==> config.mk <==
export PLATFORM = sky130hd
export DESIGN_NAME = http_body_chunked_decoder
export DESIGN_NICKNAME = d
export VERILOG_FILES = /design/src/hbcd_pkg.sv /design/src/hbcd_chunk.sv /design/src/hbcd_out.sv /design/src/http_body_chunked_decoder.sv
export SDC_FILE = /design/constraint.sdc
export NUM_CORES = 1
export LEC_CHECK = 0
export ABC_AREA = 1
export BUFFER_PORTS_ARGS = -buffer_cell sky130_fd_sc_hd__buf_2
export CAP_MARGIN = 20
export CORE_MARGIN = 2
export CORE_UTILIZATION = 24
export CTS_BUF_LIST = sky130_fd_sc_hd__clkbuf_4
export CTS_CLUSTER_SIZE = 28
export DETAILED_ROUTE_END_ITERATION = 16
export SKIP_LAST_GASP = 1
export SYNTH_ARGS = -nofsm -noshare
export SYNTH_HDL_FRONTEND = slang
export SYNTH_SLANG_ARGS = --single-unit
==> constraint.sdc <==
create_clock -name i_clk -period 3.9 [get_ports i_clk]
set_input_delay 0.195 -clock i_clk [delete_from_list [all_inputs] [get_ports i_clk]]
set_output_delay 0.195 -clock i_clk [all_outputs]
set_load 0.01 [all_outputs]
==> src/hbcd_pkg.sv <==
// Shared types and constants for the HTTP chunked body decoder.
// No dependencies; imported by every module of the block.
package hbcd_pkg;

    localparam int LINE_CAP_DEF = 32;
    localparam int CFG_IDX_W    = 1;
    localparam int CFG_DATA_W   = 32;

    localparam logic [CFG_IDX_W-1:0] CFG_BODY_MODE      = 1'd0;
    localparam logic [CFG_IDX_W-1:0] CFG_CONTENT_LENGTH = 1'd1;

    localparam logic [1:0] MODE_CHUNKED = 2'd0;
    localparam logic [1:0] MODE_LENGTH  = 2'd1;

    localparam logic [2:0] PH_SIZE    = 3'd0;
    localparam logic [2:0] PH_DATA    = 3'd1;
    localparam logic [2:0] PH_CR      = 3'd2;
    localparam logic [2:0] PH_LF      = 3'd3;
    localparam logic [2:0] PH_TRAILER = 3'd4;
    localparam logic [2:0] PH_DONE    = 3'd5;

    localparam logic [7:0] CH_CR   = 8'h0d;
    localparam logic [7:0] CH_LF   = 8'h0a;
    localparam logic [7:0] CH_SEMI = 8'h3b;

    localparam logic [31:0] SIZE_SHIFT_MAX = 32'h0fff_ffff;
    localparam logic [2:0]  TRAILER_END    = 3'd4;

    typedef struct packed {
        logic [2:0]  phase;
        logic [31:0] size_accum;
        logic        after_semicolon;
        logic        digit_error;
        logic [31:0] chunk_left;
        logic [2:0]  trailer_match;
        logic        trailer_has_data;
    } t_chk_st;

    typedef struct packed {
        logic       body_valid;
        logic [7:0] body_byte;
        logic       status;
        logic       complete;
    } t_result;

    function automatic logic [7:0] end_seq_byte(input logic [1:0] idx);
        logic [7:0] b;
        b = idx[0] ? CH_LF : CH_CR;
        return b;
    endfunction

endpackage

==> src/hbcd_chunk.sv <==
// Next-state logic for one chunked-encoding byte: size line, data, CRLF, trailers.
// Depends on hbcd_pkg.
module hbcd_chunk #(
    parameter int LINE_CAP = hbcd_pkg::LINE_CAP_DEF,
    parameter int LC_W     = $clog2(LINE_CAP)
) (
    input  hbcd_pkg::t_chk_st i_st,
    input  logic [LC_W-1:0]   i_line_count,
    input  logic [7:0]        i_byte,
    output hbcd_pkg::t_chk_st o_st,
    output logic [LC_W-1:0]   o_line_count,
    output logic              o_deliver,
    output logic              o_error,
    output logic              o_done
);
    import hbcd_pkg::*;

    localparam logic [LC_W-1:0] LC_MAX = LC_W'(LINE_CAP - 1);

    logic [3:0]  dig;
    logic        dig_ok;
    logic [31:0] left_dec;
    logic [2:0]  tm_new;
    logic        hd_new;

    always_comb begin
        dig    = 4'd0;
        dig_ok = 1'b1;
        case (i_byte) inside
            [8'h30:8'h39]: dig = i_byte[3:0];
            [8'h41:8'h46], [8'h61:8'h66]: dig = i_byte[3:0] + 4'd9;
            default: dig_ok = 1'b0;
        endcase
    end

    always_comb begin
        o_st         = i_st;
        o_line_count = i_line_count;
        o_deliver    = 1'b0;
        o_error      = 1'b0;
        o_done       = 1'b0;
        left_dec     = i_st.chunk_left - 32'd1;
        hd_new       = i_st.trailer_has_data |
                       ((i_st.trailer_match == 3'd0) && (i_byte != CH_CR));
        if (i_byte == end_seq_byte(i_st.trailer_match[1:0])) begin
            tm_new = i_st.trailer_match + 3'd1;
        end else begin
            tm_new = (i_byte == CH_CR) ? 3'd1 : 3'd0;
        end
        case (i_st.phase)
            PH_SIZE: begin
                if (i_byte == CH_CR) begin
                    o_st = i_st;
                end else if (i_byte == CH_LF) begin
                    if (i_line_count == '0 || i_st.digit_error) begin
                        o_error = 1'b1;
                    end else begin
                        o_st.chunk_left      = i_st.size_accum;
                        o_st.phase           = (i_st.size_accum == 32'd0) ? PH_TRAILER : PH_DATA;
                        o_st.size_accum      = 32'd0;
                        o_st.after_semicolon = 1'b0;
                        o_st.digit_error     = 1'b0;
                        o_line_count         = '0;
                    end
                end else if (i_line_count >= LC_MAX) begin
                    o_error = 1'b1;
                end else begin
                    o_line_count = i_line_count + LC_W'(1);
                    if (!i_st.after_semicolon && !i_st.digit_error) begin
                        if (i_byte == CH_SEMI) begin
                            o_st.after_semicolon = 1'b1;
                        end else if (!dig_ok || i_st.size_accum > SIZE_SHIFT_MAX) begin
                            o_st.digit_error = 1'b1;
                        end else begin
                            o_st.size_accum = {i_st.size_accum[27:0], dig};
                        end
                    end
                end
            end
            PH_DATA: begin
                o_deliver = 1'b1;
                if (i_st.chunk_left <= 32'd1) begin
                    o_st.chunk_left = 32'd0;
                    o_st.phase      = PH_CR;
                end else begin
                    o_st.chunk_left = left_dec;
                end
            end
            PH_CR: begin
                if (i_byte != CH_CR) begin
                    o_error = 1'b1;
                end else begin
                    o_st.phase = PH_LF;
                end
            end
            PH_LF: begin
                if (i_byte != CH_LF) begin
                    o_error = 1'b1;
                end else begin
                    o_st.phase = PH_SIZE;
                end
            end
            PH_TRAILER: begin
                o_st.trailer_has_data = hd_new;
                o_st.trailer_match    = tm_new;
                if ((!hd_new && tm_new == 3'd2) || tm_new >= TRAILER_END) begin
                    o_st.phase = PH_DONE;
                    o_done     = 1'b1;
                end
            end
            default: begin
                o_st = i_st;
            end
        endcase
    end

endmodule

==> src/hbcd_out.sv <==
// Result register with valid/stall handshake toward the receiver.
// Depends on hbcd_pkg for the result word type.
module hbcd_out (
    input  logic              i_clk,
    input  logic              i_rst_n,
    input  logic              i_load,
    input  hbcd_pkg::t_result i_res,
    input  logic              i_stall,
    output logic              o_busy,
    output logic              o_valid,
    output hbcd_pkg::t_result o_res
);
    import hbcd_pkg::*;

    logic    r_valid;
    t_result r_res;

    assign o_busy  = r_valid & i_stall;
    assign o_valid = r_valid;
    assign o_res   = r_res;

    always_ff @(posedge i_clk) begin
        if (!i_rst_n) begin
            r_valid <= 1'b0;
        end else if (i_load) begin
            r_valid <= 1'b1;
        end else if (!i_stall) begin
            r_valid <= 1'b0;
        end
    end

    always_ff @(posedge i_clk) begin
        if (i_load) begin
            r_res <= i_res;
        end
    end

endmodule

==> src/http_body_chunked_decoder.sv <==
// Top level of the HTTP body decoder: config registers, decode state, result stage.
// Depends on hbcd_pkg, hbcd_chunk and hbcd_out.
//
// Usage:
//   Input channel: i_valid / o_stall with i_mode, i_data_byte. One word is taken
//   per cycle unless stalled; i_mode high ends the connection, runs finish check.
//   Output channel: o_valid / i_stall with o_body_valid, o_body_byte, o_status
//   and o_complete. Every input word yields exactly one output word.
//   Config channel: i_cfg_valid / o_cfg_ready (always high), index 0 selects
//   body_mode, index 1 content_length. Write only while the block is idle.
//   Result is registered, valid the cycle after accept. Throughput: one word per
//   cycle unless stalled, set by the single registered decode step on the bytes.
//   Receiver stall: the result register holds; o_stall rises while a held
//   result is stalled, and a new word is taken in the cycle the result leaves.
//   Reset: synchronous, active low; clears config, decode state and flags,
//   and empties the result register.
module http_body_chunked_decoder #(
    parameter int LINE_CAP = hbcd_pkg::LINE_CAP_DEF
) (
    input  logic                           i_clk,
    input  logic                           i_rst_n,
    input  logic                           i_valid,
    output logic                           o_stall,
    input  logic                           i_mode,
    input  logic [7:0]                     i_data_byte,
    output logic                           o_valid,
    input  logic                           i_stall,
    output logic                           o_body_valid,
    output logic [7:0]                     o_body_byte,
    output logic                           o_status,
    output logic                           o_complete,
    input  logic                           i_cfg_valid,
    output logic                           o_cfg_ready,
    input  logic [hbcd_pkg::CFG_IDX_W-1:0]  i_cfg_index,
    input  logic [hbcd_pkg::CFG_DATA_W-1:0] i_cfg_data
);
    import hbcd_pkg::*;

    localparam int LC_W = $clog2(LINE_CAP);

    logic [1:0]      r_body_mode;
    logic [31:0]     r_content_length;
    t_chk_st         r_chk;
    t_chk_st         n_chk;
    logic [LC_W-1:0] r_line_count;
    logic [LC_W-1:0] n_line_count;
    logic [31:0]     r_body_count;
    logic [31:0]     n_body_count;
    logic            r_error;
    logic            n_error;
    logic            r_done;
    logic            n_done;

    t_chk_st         chk_st;
    logic [LC_W-1:0] chk_lc;
    logic            chk_deliver;
    logic            chk_error;
    logic            chk_done;
    logic            accept;
    logic            out_busy;
    logic            deliver;
    logic            below_len;
    t_result         res;
    t_result         out_res;

    assign o_cfg_ready = 1'b1;
    assign o_stall     = out_busy;
    assign accept      = i_valid & ~out_busy;

    hbcd_chunk #(
        .LINE_CAP (LINE_CAP),
        .LC_W     (LC_W)
    ) u_chunk (
        .i_st         (r_chk),
        .i_line_count (r_line_count),
        .i_byte       (i_data_byte),
        .o_st         (chk_st),
        .o_line_count (chk_lc),
        .o_deliver    (chk_deliver),
        .o_error      (chk_error),
        .o_done       (chk_done)
    );

    assign below_len = r_body_count < r_content_length;

    always_comb begin
        n_chk        = r_chk;
        n_line_count = r_line_count;
        n_body_count = r_body_count;
        n_error      = r_error;
        n_done       = r_done;
        deliver      = 1'b0;
        if (!r_error) begin
            if (i_mode) begin
                if ((r_body_mode == MODE_CHUNKED && r_chk.phase != PH_DONE) ||
                    (r_body_mode == MODE_LENGTH && r_body_count != r_content_length)) begin
                    n_error = 1'b1;
                end else begin
                    n_done = 1'b1;
                end
            end else if (!r_done) begin
                case (r_body_mode)
                    MODE_CHUNKED: begin
                        n_chk        = chk_st;
                        n_line_count = chk_lc;
                        n_error      = chk_error;
                        n_done       = chk_done;
                        deliver      = chk_deliver;
                        if (chk_deliver) begin
                            n_body_count = r_body_count + 32'd1;
                        end
                    end
                    MODE_LENGTH: begin
                        if (below_len) begin
                            n_body_count = r_body_count + 32'd1;
                            deliver      = 1'b1;
                        end
                        n_done = (n_body_count == r_content_length);
                    end
                    default: begin
                        n_body_count = r_body_count + 32'd1;
                        deliver      = 1'b1;
                    end
                endcase
            end
        end
        res.body_valid = deliver;
        res.body_byte  = deliver ? i_data_byte : 8'd0;
        res.status     = n_error;
        res.complete   = n_done;
    end

    always_ff @(posedge i_clk) begin
        if (!i_rst_n) begin
            r_body_mode      <= MODE_CHUNKED;
            r_content_length <= 32'd0;
        end else if (i_cfg_valid) begin
            case (i_cfg_index)
                CFG_BODY_MODE:      r_body_mode      <= i_cfg_data[1:0];
                CFG_CONTENT_LENGTH: r_content_length <= i_cfg_data[31:0];
                default: begin
                    r_body_mode <= r_body_mode;
                end
            endcase
        end
    end

    always_ff @(posedge i_clk) begin
        if (!i_rst_n) begin
            r_chk        <= '0;
            r_line_count <= '0;
            r_body_count <= 32'd0;
            r_error      <= 1'b0;
            r_done       <= 1'b0;
        end else if (accept) begin
            r_chk        <= n_chk;
            r_line_count <= n_line_count;
            r_body_count <= n_body_count;
            r_error      <= n_error;
            r_done       <= n_done;
        end
    end

    hbcd_out u_out (
        .i_clk   (i_clk),
        .i_rst_n (i_rst_n),
        .i_load  (accept),
        .i_res   (res),
        .i_stall (i_stall),
        .o_busy  (out_busy),
        .o_valid (o_valid),
        .o_res   (out_res)
    );

    assign o_body_valid = out_res.body_valid;
    assign o_body_byte  = out_res.body_byte;
    assign o_status     = out_res.status;
    assign o_complete   = out_res.complete;

endmodule
==> summary.txt <==
Critical path
  • Slowest cell on crit path: dfxtp_1
  • Reg-to-Reg Start: r_body_count[27]
  • Worst Setup Start Kind: flop
  • R2R setup slack: a little under 0.5 ns
  • Worst Setup End Kind: flop
  • Most used cell, CP: nand2_1
  • Buf/Inv on CP: 1
  • Crit-path max FO: 29
  • WS Path Type: reg -> reg
  • Worst Path Required: around 4.4 ns
  • Crit path capture: u_out.o_res[0]
  • FF-to-FF path depth: 21
  • Critical R2R Capture: u_out.o_res[0]
  • Crit path largest cell delay: ~0.50 ns
  • Critical Path AT: between 3 and 4 ns
  • Critical path's top delay family: simple AND/OR/NAND/NOR gates
  • Critical path depth: 21
  • Crit. Startpoint: r_body_count[27]
  • Worst path cell trace: ha_1 > a21oi_1 > a21oi_1 > nor2_1 > nand2_2 > nor2_8 > buf_12 > nand2_1 > nand2_1 > nand2_1 > nand2_1 > nand2_1 > nor2_1 > nand2_1 > nor2_1 > nand3_1 > nand2_1 > nand2_1 > nand2_1 > nand2_2 > nand2_1

Place
  • Placed Cells: 2067
  • PortBufs: 59
  • Gpl congestion: ~0.88
  • DP Wirelength: between 20 and 25 mm

Logic synthesis
  • Main flop type after synthesis: dfxtp_1
  • Mapped Cells: about 1.5k
  • Yosys reg bits: about 160
  • Syn nets: roughly 1.6k
  • Synth cell types: 56
  • Register area share after synthesis: 0.3242
  • Cell area after synthesis: 10100 µm²
  • Asr flop ratio synth: 0
  • Post-synth EDFFs: 11
  • Synth top area share: 0.2914
  • Syn_area_per_cell: 6.674 µm²
  • Area contributors post-synth: dfxtp_1 (29%), nand2_1 (14%), inv_1 (6.3%), nor2_1 (6.3%), a21oi_1 (6.0%)
  • Biggest area consumer among synthesized cells: dfxtp_1
  • Yosys warnings: 0

Power and ir drop
  • Total power: between 3 and 4 mW
  • Maximum vdd drop: 157.0 µV
  • PD cells: approximately 300 nW/µm²
  • LEAKAGE: between 5 and 6 nW

Layout
  • # fillers: approximately 4.6k
  • Layout cell share with drive strength beyond 1: 0.1001
  • Commonest non-fill, non-tap cell in the layout: nand2_1
  • Fin nets: between 1.5k and 2k
  • Final instance count without filler cells: approximately 2.1k
  • Area delta synth->final: 15.64%
  • Commonest cells after routing, fill and taps aside: nand2_1 (381), inv_1 (169), nor2_1 (169), dfxtp_1 (147), a21oi_1 (122)

Route
  • DR pass1 iterations: 5
  • DRC viols: 0
  • Total number of vias: approximately 9.9k
  • DR WL/cell: ~13 µm
  • Initial drt markers: 584
  • Detail-routed via count per cell: around 4.6
  • Routed Antenna Nets: 0
  • Post-detailed-routing wire length: 28.79 mm

STA
  • Fmax: ~0.29 GHz
  • Final period utilization: 0.8751
  • Max-slew violations: 0
  • Clock skew: 0.03658 ns
  • Final setup violation count: 0
  • Worst slew pin tran: 1.024 ns
  • Setup TNS: 0 ns
  • Slew margin rel.: 0.3088
  • Period minus WS final: approximately 3.4 ns
  • Final Hold Fails: 0
  • RSZ-0062 raised after global routing: no

Clock network
  • CTS Buf Count: 17
  • Clock Path Buffers: 2
  • CTS tree: yes
  • Clk root buf: clkbuf_4
  • Skew-Pair Late Insertion Delay: approximately 0.63 ns
  • Clock-pin slew on the worst setup and hold paths: 0.14 ns
  • H-tree depth: 4
  • Cts repair resizes: 0
  • Clock Sinks: between 150 and 200

Floorplanning
  • Row count: between 70 and 80
  • Initial Util: 0.2418
  • Die height: 209.1 µm
  • Die Width: about 210 µm
  • # IOs: 61
  • DIE AREA: between 40000 and 50000 µm²
  • Placeable Area: approximately 42000 µm²

Global routing
  • Largest net degree at the start of global routing: 81
  • Vias in the first global route: around 9.5k
  • Initial antenna violation count: 1
  • Total track usage: 0.1332
  • First-pass GRT wire length: around 47 mm
  • Overflow after GRT: 0

Run
  • Maxcap violations: 0

Min path
  • Worst hold path class: in -> reg
  • Worst hold stages: 3

Status
  • Outcome: completed
## per-stage QoR
step	utilization	hold slack (ns)	cell area, µm²	setup slack [ns]
finish	0.2796	0.09693	11680	0.4872
global route	0.2796	0.06539	11680	0.1269
CTS	0.2792	0.03823	11660	0.4450
detailed placement	0.2610	0.4473	10900	0.4698
global placement	0.2610	0.4398	10900	0.5749
floorplan	-	0.3299	10100	1.461
## how the worst min path moves through the flow
stage	start	endpoint	slack, ns
CTS	i_cfg_data[29]	r_content_length[29]	0.04
floorplan	i_cfg_data[1]	r_body_mode[1]	0.33
global route	i_cfg_data[29]	r_content_length[29]	0.07
finish	i_cfg_data[29]	r_content_length[29]	0.1
global placement	i_cfg_data[1]	r_body_mode[1]	0.44
detailed placement	i_cfg_data[1]	r_body_mode[1]	0.45
## worst reg2reg max path, stage by stage (launching register included)
cell and delay (ns):
dfxtp_1 0.50, ha_1 0.32, a21oi_1 0.17, a21oi_1 0.10, nor2_1 0.25, nand2_2 0.18
nor2_8 0.35, buf_12 0.24, nand2_1 0.12, nand2_1 0.08, nand2_1 0.04, nand2_1 0.05
nand2_1 0.07, nor2_1 0.15, nand2_1 0.13, nor2_1 0.10, nand3_1 0.11, nand2_1 0.08
nand2_1 0.05, nand2_1 0.06, nand2_2 0.06, nand2_1 0.06
## sequential cells by signal (all words and copies together) (netlist names)
signal	count
r_body_count	32
r_body_mode	2
r_chk	73
r_content_length	32
r_done	1
r_error	1
r_line_count	5
u_out.o_res	11
u_out.o_valid	1
## layer usage
metal / GRT usage / share of wire
met4: 0.03177 / 0.0098
met1: 0.1735 / 0.48
met2: 0.2261 / 0.47
met5: 0 / 0
met3: 0.02645 / 0.038
## synthesized netlist by cell type (4+ instances only)
library cell,number
nand2_1,382
inv_1,170
nor2_1,169
dfxtp_1,147
a21oi_1,122
o21ai_0,108
nand3_1,63
ha_1,44
xor2_1,43
clkbuf_1,35
a31oi_1,28
a211oi_1,26
nor3_1,14
nor4_1,14
nor2_2,12
edfxtp_1,11
buf_2,10
nand2_2,10
nand4_1,10
buf_4,8
o211ai_1,8
o21ai_1,7
a311oi_1,5
buf_6,5
xnor2_1,5
nor4_2,4
o21a_1,4
## cell type report
| class | count | area, µm² | share of cell area |
|---|---|---|---|
| Multi-Input combinational cell | 1119 | 5864 | 0.5022 |
| Sequential cell | 158 | 3273 | 0.2803 |
| Timing Repair Buffer | 123 | 913.4 | 0.07823 |
| Tap cell | 539 | 674.4 | 0.05776 |
| Inverter | 176 | 660.6 | 0.05658 |
| Clock buffer | 20 | 150.1 | 0.01286 |
| Clock inverter | 12 | 137.6 | 0.01179 |
| Antenna cell | 1 | 2.502 | 0.0002143 |
## cells by family (layout without fill, tap and decap cells)
| logic type | after synthesis | after routing | share of synthesized area |
|---|---|---|---|
| buffers and inverters | 236 | 331 | 0.09579 |
| flip-flops | 158 | 158 | 0.3242 |
| XOR/XNOR | 49 | 49 | 0.04325 |
| AO/OA/AOI/OAI | 325 | 325 | 0.1818 |
| adder cells (fa/ha/maj) | 44 | 44 | 0.05452 |
| other | 1 | 2 | 0.0003714 |
| AND/OR/NAND/NOR | 700 | 700 | 0.3001 |
## power breakdown
part | internal, mW | leakage, nW | switching, mW
sequential | 1.69 | 1.30 | 0.0468
clock | 0.408 | 0.154 | 0.657
combinational | 0.277 | 3.63 | 0.478
## what timing repair did
item / in CTS / in global routing
hold endpoints to repair: 46 / 0
hold buffers: 47 / 0
setup buffers: 0 / 0
(Power assumes the default switching activity.)
